==> config.mk <==
export PLATFORM = sky130hd
export DESIGN_NAME = lru_cache_key_value_store
export DESIGN_NICKNAME = d
export VERILOG_FILES = /design/src/sv/lru_kv_pkg.sv /design/src/sv/lru_cache_key_value_store.sv
export SDC_FILE = /design/constraint.sdc
export NUM_CORES = 1
export LEC_CHECK = 0
export ABC_CLOCK_PERIOD_IN_PS = 13900
export BUFFER_PORTS_ARGS = -buffer_cell sky130_fd_sc_hd__buf_2
export CORE_MARGIN = 3
export CORE_UTILIZATION = 40
export DETAILED_ROUTE_END_ITERATION = 8
export GPL_TIMING_DRIVEN = 1
export PLACE_DENSITY = 0.52
export REMOVE_ABC_BUFFERS = 1
export SYNTH_ARGS = -nofsm -noshare
export SYNTH_HDL_FRONTEND = slang
export SYNTH_SLANG_ARGS = --single-unit
==> constraint.sdc <==
create_clock -name clk -period 13.9 [get_ports clk]
set_clock_uncertainty 0.15 [all_clocks]
set_input_delay 1.39 -clock clk [delete_from_list [all_inputs] [get_ports clk]]
set_output_delay 1.39 -clock clk [all_outputs]
set_load 0.02 [all_outputs]
==> src/sv/lru_kv_pkg.sv <==
`timescale 1ns / 1ps
// ----------------------------------------------------------------------------
// LRU key-value cache package
// Shared types and fixed constants for the LRU key-value cache.
// ----------------------------------------------------------------------------
package lru_kv_pkg;

  localparam int CFG_W = 5;
  localparam logic [CFG_W-1:0] CAP_RESET = 5'd16;

  typedef enum logic {
    CMD_GET = 1'b0,
    CMD_PUT = 1'b1
  } cmd_t;

endpackage

==> src/sv/lru_cache_key_value_store.sv <==
`timescale 1ns / 1ps
// ----------------------------------------------------------------------------
// LRU key-value cache
// Fully associative key-value store with least-recently-used replacement,
// per-entry valid bits, keys, values and recency ages.
// ----------------------------------------------------------------------------
//
// Channel  | Dir | Handshake           | Payload
// ---------+-----+---------------------+---------------------------------------
// in_      | in  | in_tvalid/in_tready | tuser: cmd; tdata: key, value
// out_     | out | out_tvalid/tready   | tuser: hit; tdata: read_value
// cfg_     | in  | cfg_wr_en           | cfg_wr_data: capacity
//
// One item per cycle while results are accepted; each item is held in the input
// register and then moves on to the result register.
// Key match, slot choice and age update run in parallel across all entries.
// rst_n (synchronous) empties the store and sets capacity to 16.
// A stalled result holds the input register; in_tready drops only then.
//
module lru_cache_key_value_store
  import lru_kv_pkg::*;
#(
  parameter int MAX_ENTRIES = 16,
  parameter int KEY_BITS    = 16,
  parameter int VALUE_BITS  = 16
) (
  input  logic                                     clk,
  input  logic                                     rst_n,
  input  logic                                     cfg_wr_en,
  input  logic [CFG_W-1:0]                         cfg_wr_data,  // capacity
  input  logic                                     in_tvalid,
  output logic                                     in_tready,
  input  logic [((KEY_BITS+VALUE_BITS+7)/8)*8-1:0] in_tdata,     // key, value
  input  logic                                     in_tuser,     // cmd
  output logic                                     out_tvalid,
  input  logic                                     out_tready,
  output logic [((VALUE_BITS+7)/8)*8-1:0]          out_tdata,    // read_value
  output logic                                     out_tuser     // hit
);

  localparam int OUT_TDATA_W = ((VALUE_BITS + 7) / 8) * 8;
  localparam int AGE_W = (MAX_ENTRIES > 1) ? $clog2(MAX_ENTRIES) : 1;
  localparam int CNT_W = $clog2(MAX_ENTRIES + 1);
  localparam int CMP_W = (CNT_W > CFG_W) ? CNT_W : CFG_W;

  logic [CFG_W-1:0]      cap_r;
  logic                  s1_valid_r;
  cmd_t                  s1_cmd_r;
  logic [KEY_BITS-1:0]   s1_key_r;
  logic [VALUE_BITS-1:0] s1_val_r;

  logic [MAX_ENTRIES-1:0] valid_r, valid_nxt;
  logic [KEY_BITS-1:0]    key_r [MAX_ENTRIES];
  logic [VALUE_BITS-1:0]  val_r [MAX_ENTRIES];
  logic [AGE_W-1:0]       age_r [MAX_ENTRIES];
  logic [AGE_W-1:0]       age_nxt [MAX_ENTRIES];
  logic [CNT_W-1:0]       used_r, used_nxt;

  logic                  out_valid_r;
  logic                  out_hit_r, out_hit_nxt;
  logic [VALUE_BITS-1:0] out_data_r, out_data_nxt;

  logic                   advance;
  logic [MAX_ENTRIES-1:0] hit_vec, hit_oh, free_oh, old_vec, lru_oh, tgt_oh;
  logic                   any_hit, any_old, fill, touch, wr_key, wr_val, tgt_valid;
  logic [AGE_W-1:0]       old_age, lru_age;
  logic [VALUE_BITS-1:0]  hit_data;
  logic [CMP_W-1:0]       cap_ext, eff_cap, used_ext, max_ext;

  assign advance   = s1_valid_r && (!out_valid_r || out_tready);
  assign in_tready = !s1_valid_r || advance;

  assign out_tvalid = out_valid_r;
  assign out_tuser  = out_hit_r;
  assign out_tdata  = OUT_TDATA_W'(out_data_r);

  always_comb begin
    hit_data = '0;
    old_age  = '0;
    lru_age  = AGE_W'(used_r - CNT_W'(1));
    for (int i = 0; i < MAX_ENTRIES; i++) begin
      hit_vec[i] = valid_r[i] && (key_r[i] == s1_key_r);
      old_vec[i] = valid_r[i] && (age_r[i] == lru_age);
    end
    hit_oh  = hit_vec & (~hit_vec + MAX_ENTRIES'(1));
    free_oh = ~valid_r & (valid_r + MAX_ENTRIES'(1));
    any_hit = |hit_vec;
    any_old = |old_vec;
    lru_oh  = any_old ? (old_vec & (~old_vec + MAX_ENTRIES'(1))) : MAX_ENTRIES'(1);

    cap_ext  = CMP_W'(cap_r);
    max_ext  = CMP_W'(MAX_ENTRIES);
    used_ext = CMP_W'(used_r);
    if (cap_ext == '0) begin
      eff_cap = CMP_W'(1);
    end else if (cap_ext > max_ext) begin
      eff_cap = max_ext;
    end else begin
      eff_cap = cap_ext;
    end
    fill = (used_ext < eff_cap) && (|free_oh);

    touch  = 1'b0;
    wr_key = 1'b0;
    wr_val = 1'b0;
    tgt_oh = hit_oh;
    case (s1_cmd_r)
      CMD_GET: begin
        touch = any_hit;
      end
      CMD_PUT: begin
        touch  = 1'b1;
        wr_val = 1'b1;
        if (!any_hit) begin
          wr_key = 1'b1;
          tgt_oh = fill ? free_oh : lru_oh;
        end
      end
      default: begin
        touch = 1'b0;
      end
    endcase

    for (int i = 0; i < MAX_ENTRIES; i++) begin
      if (hit_oh[i]) begin
        hit_data = hit_data | val_r[i];
      end
      if (tgt_oh[i]) begin
        old_age = old_age | age_r[i];
      end
    end
    tgt_valid = |(tgt_oh & valid_r);

    valid_nxt = valid_r;
    used_nxt  = used_r;
    for (int i = 0; i < MAX_ENTRIES; i++) begin
      age_nxt[i] = age_r[i];
    end
    if (advance && touch) begin
      valid_nxt = valid_r | tgt_oh;
      if (!tgt_valid) begin
        used_nxt = used_r + CNT_W'(1);
      end
      for (int i = 0; i < MAX_ENTRIES; i++) begin
        if (tgt_oh[i]) begin
          age_nxt[i] = '0;
        end else if (valid_r[i] && (!tgt_valid || age_r[i] < old_age)) begin
          age_nxt[i] = age_r[i] + AGE_W'(1);
        end
      end
    end

    out_hit_nxt  = any_hit;
    out_data_nxt = (s1_cmd_r == CMD_GET && any_hit) ? hit_data : '0;
  end

  always_ff @(posedge clk) begin
    if (!rst_n) begin
      cap_r       <= CAP_RESET;
      s1_valid_r  <= 1'b0;
      out_valid_r <= 1'b0;
      valid_r     <= '0;
      used_r      <= '0;
      for (int i = 0; i < MAX_ENTRIES; i++) begin
        age_r[i] <= '0;
      end
    end else begin
      if (cfg_wr_en) begin
        cap_r <= cfg_wr_data;
      end
      if (in_tready) begin
        s1_valid_r <= in_tvalid;
      end
      if (advance) begin
        out_valid_r <= 1'b1;
      end else if (out_tready) begin
        out_valid_r <= 1'b0;
      end
      valid_r <= valid_nxt;
      used_r  <= used_nxt;
      for (int i = 0; i < MAX_ENTRIES; i++) begin
        age_r[i] <= age_nxt[i];
      end
    end
  end

  always_ff @(posedge clk) begin
    if (in_tready && in_tvalid) begin
      s1_cmd_r <= cmd_t'(in_tuser);
      s1_key_r <= in_tdata[KEY_BITS-1:0];
      s1_val_r <= in_tdata[KEY_BITS +: VALUE_BITS];
    end
    if (advance) begin
      out_hit_r  <= out_hit_nxt;
      out_data_r <= out_data_nxt;
    end
    for (int i = 0; i < MAX_ENTRIES; i++) begin
      if (advance && tgt_oh[i]) begin
        if (wr_key) begin
          key_r[i] <= s1_key_r;
        end
        if (wr_val) begin
          val_r[i] <= s1_val_r;
        end
      end
    end
  end

endmodule
==> results.md <==
* Status: finished, final reports clean
* Main area contributors after synthesis: edfxtp_1 55%, dfxtp_1 6.0%, xnor2_1 4.9%, xor2_1 3.8%, ha_1 2.8%
* Final setup fails at 0
* CP Max Fanout at 42
* Clk slew on worst S/H paths at 0.06 ns
* Final #Nets at 2576
* Ant diodes at 0
* Core Box Area at 76200 um^2
* Yosys cell types at 100
* Cell Pwr Density at 124.7 nW/um^2
* Port Buf Inserts at 61
* Via count at 20300
* CP Launch Type: flip-flop
* Maxcap violations at 0
* Total grt overflow at 0
* Synth Register Bits at 654
* Placed wire-length estimate at 58900 um
* Sw power at 0.9526 mW
* Vias in the first global route at 20180
* Worst Setup Path Type: reg2reg
* Hold buffer count at CTS at 0
* Die area at 80430 um^2
* RSZ-0062 raised after global routing: no
* Largest net degree at the start of global routing at 65
* CP Data Arrival Time at 7.72 ns
* Sequential share of power at 0.496
* Synth top area share at 0.5474
* Inserted Clock Buffers at 75
* Postcts setup bufs at 0
* Post-synth top cells: 562 x edfxtp_1, 172 x xnor2_1, 149 x nand2_1
* Rows at 101
* Fin crit period at 7.350 ns
* Ports at 62
* Worst min path class: reg2reg
* Top FF cell, synth: edfxtp_1
* Drt total wl at 87950 um
* # H-tree levels at 3
* Clk sinks at 654
* CP cell instances: buf_4 > xnor2_1 > nand4_1 > or4b_1 > nor4_4 > buf_4 > or4_1 > or3_1 > nor2_1 > or2_2 > a222oi_1 > nand3_1 > a211oi_4 > ha_1 > a211oi_1 > o21ai_1 > a311oi_2 > nand4_1 > mux2i_1
* CP max stage cell: a211oi_4
* Clock group share of total power at 0.465
* Via density at 5.715
* Ys async rst share at 0
* DRC errors left at 0
* Die extent in x at 283.6 um
* Critical Path End Type: flip-flop
* Max Freq at 0.1360 GHz
* Synthesized area at 30830 um^2
* Fin crit share at 0.5288
* Initial antenna violation count at 0
* Drt wl/cell at 24.76 um
* Cell with the most instances after synthesis: edfxtp_1
* Drt initial violations at 1721
* First-pass GRT wire length at 132200 um
* Layout area overhead at 13.43%
* Syn avg cell area at 13.08 um^2
* Clock root buffer: clkbuf_16
* Slew headroom at 0.1913
* Worst-Margin Slew at 1.204 ns
* Gates resized, CTS repair at 0
* GR Util All Layers at 0.2158
* Total internal power at 3.408 mW
* Sw Share at 0.2185
* Die H at 283.6 um
* Post-synth EDFFs at 562
* Layout cells sized above 1 at 0.1316
* Biggest area consumer among synthesized cells: edfxtp_1
* Initial Util at 0.4045
* Comb power frac at 0.039
* CTS tree: yes
* # fillers at 6814
* Leakage at 11.60 nW
* DRT Pass-1 Iters at 6
* Post-synthesis cell count at 2357
* Util after Layout at 0.4589
* Endpoints failing hold at 0
* Post-DRT Antenna Nets at 0
* CP top delay family: simple AND/OR/NAND/NOR gates
* TNS Setup at 0 ns
* Crit path required time at 14.27 ns
* Clk_lat worst skew at 0.63 ns
* Max rail drop VDD at 0.0001016 V
* Max-slew violation count at 0
* Largest stage delay, worst path at 0.97 ns
* Synthesis Warnings at 0
* CP Buf/Inv Count at 2
* Gpl congestion at 0.9488
* Max clock buf depth at 3
* Sequential share of the synthesized area at 0.6072
-- power groups by stage --
stage	Sequential [mW]	Clock, mW	Combinational, mW
global placement	2.20	0	0.168
global route	2.17	2.15	0.183
detailed placement	2.21	0	0.169
floorplan	2.22	0	0.0821
CTS	2.16	2.08	0.170
finish	2.16	2.03	0.168
-- cell type report --
cell class              instances  area, um^2  share of cell area
inverters                      52       195.2            0.005582
flip-flops and latches        654       18720              0.5353
repair buffers                137       878.3             0.02512
well taps                    1030        1289             0.03686
clock buffers                  91        1979             0.05661
clock inverters                45       551.8             0.01578
multi-input cells            1543       11350              0.3247
-- per-stage QoR --
step                      power (mW)  hold WS, ns  std cells  setup slack, ns  area (um^2)
after floorplan                2.299       0.3334       2249            6.486        30210
after global placement         2.372       0.3572       3416            6.711        32430
after detailed placement       2.375       0.3694       3416            6.557        32430
after CTS                      4.409       0.3861       3552            6.519        34970
after global routing           4.499       0.4066       3552            6.049        34970
final                          4.361       0.3812       3552            6.550        34970
-- placed cells by master (no fill, tap or decap), drive strengths merged, types with 14 or more instances in the layout --
cell and count:
nand2b 22, nand4b 14, xor2 135, nor3 46, dfxtp 92, a21oi 74, or4 15, buf 137
inv 53, a211oi 22, mux2i 17, nand3 99, a21boi 16, clkinv 33, o21ai 56, a221oi 52
a22o 22, edfxtp 562, xnor2 173, a22oi 54, nand2 150, nand4 73, and2 14, nor2 98
nor2b 17, nor4 67, a41oi 20, xnor3 17, and3 15, ha 70, clkbuf 91, or3 18
or2 22
-- registers in the layout, summed over array words and instances (netlist names), 5 cells and up --
| name | count |
|---|---|
| age_r | 64 |
| valid_r | 16 |
| out_tdata | 16 |
| key_r | 256 |
| val_r | 256 |
| used_ext | 5 |
| s1_val_r | 16 |
| cap_ext | 5 |
| s1_key_r | 16 |
-- logic make-up (layout without fill, tap and decap cells) --
kind of cell | Yosys count | count (layout) | synth area share
AND/OR/NAND/NOR | 713 | 713 | 0.1285
buffers and inverters | 160 | 325 | 0.02646
adder cells (fa/ha/maj) | 70 | 70 | 0.02841
AO/OA/AOI/OAI | 411 | 411 | 0.09960
multiplexers | 21 | 21 | 0.006981
XOR/XNOR | 328 | 328 | 0.1028
flip-flops | 654 | 654 | 0.6072
-- per-layer routing --
layer | vias up | wire length, um | global-route usage
li1 | 9258 | - | -
met1 | 10210 | 40360 | 0.3104
met2 | 684 | 39920 | 0.3383
met3 | 144 | 5403 | 0.03382
met4 | 0 | 2272 | 0.06437
met5 | - | 0 | 0
-- worst paths after layout --
kind	end	from	slack, ns	cells after the start
max reg2reg	age_r[0][11]	s1_key_r[6]	6.55	19
max	age_r[0][11]	s1_key_r[6]	6.55	19
min	cap_ext[0]	cap_ext[0]	0.38	2
min reg2reg	cap_ext[0]	cap_ext[0]	0.38	2
-- worst reg2reg max path, stage by stage (launching register included) --
cell	delay, ns
edfxtp_1	0.32
buf_4	0.43
xnor2_1	0.23
nand4_1	0.13
or4b_1	0.56
nor4_4	0.28
buf_4	0.46
or4_1	0.35
or3_1	0.69
nor2_1	0.18
or2_2	0.37
a222oi_1	0.37
nand3_1	0.18
a211oi_4	0.97
ha_1	0.41
a211oi_1	0.23
o21ai_1	0.12
a311oi_2	0.48
nand4_1	0.19
mux2i_1	0.16
(Power assumes the default switching activity.)
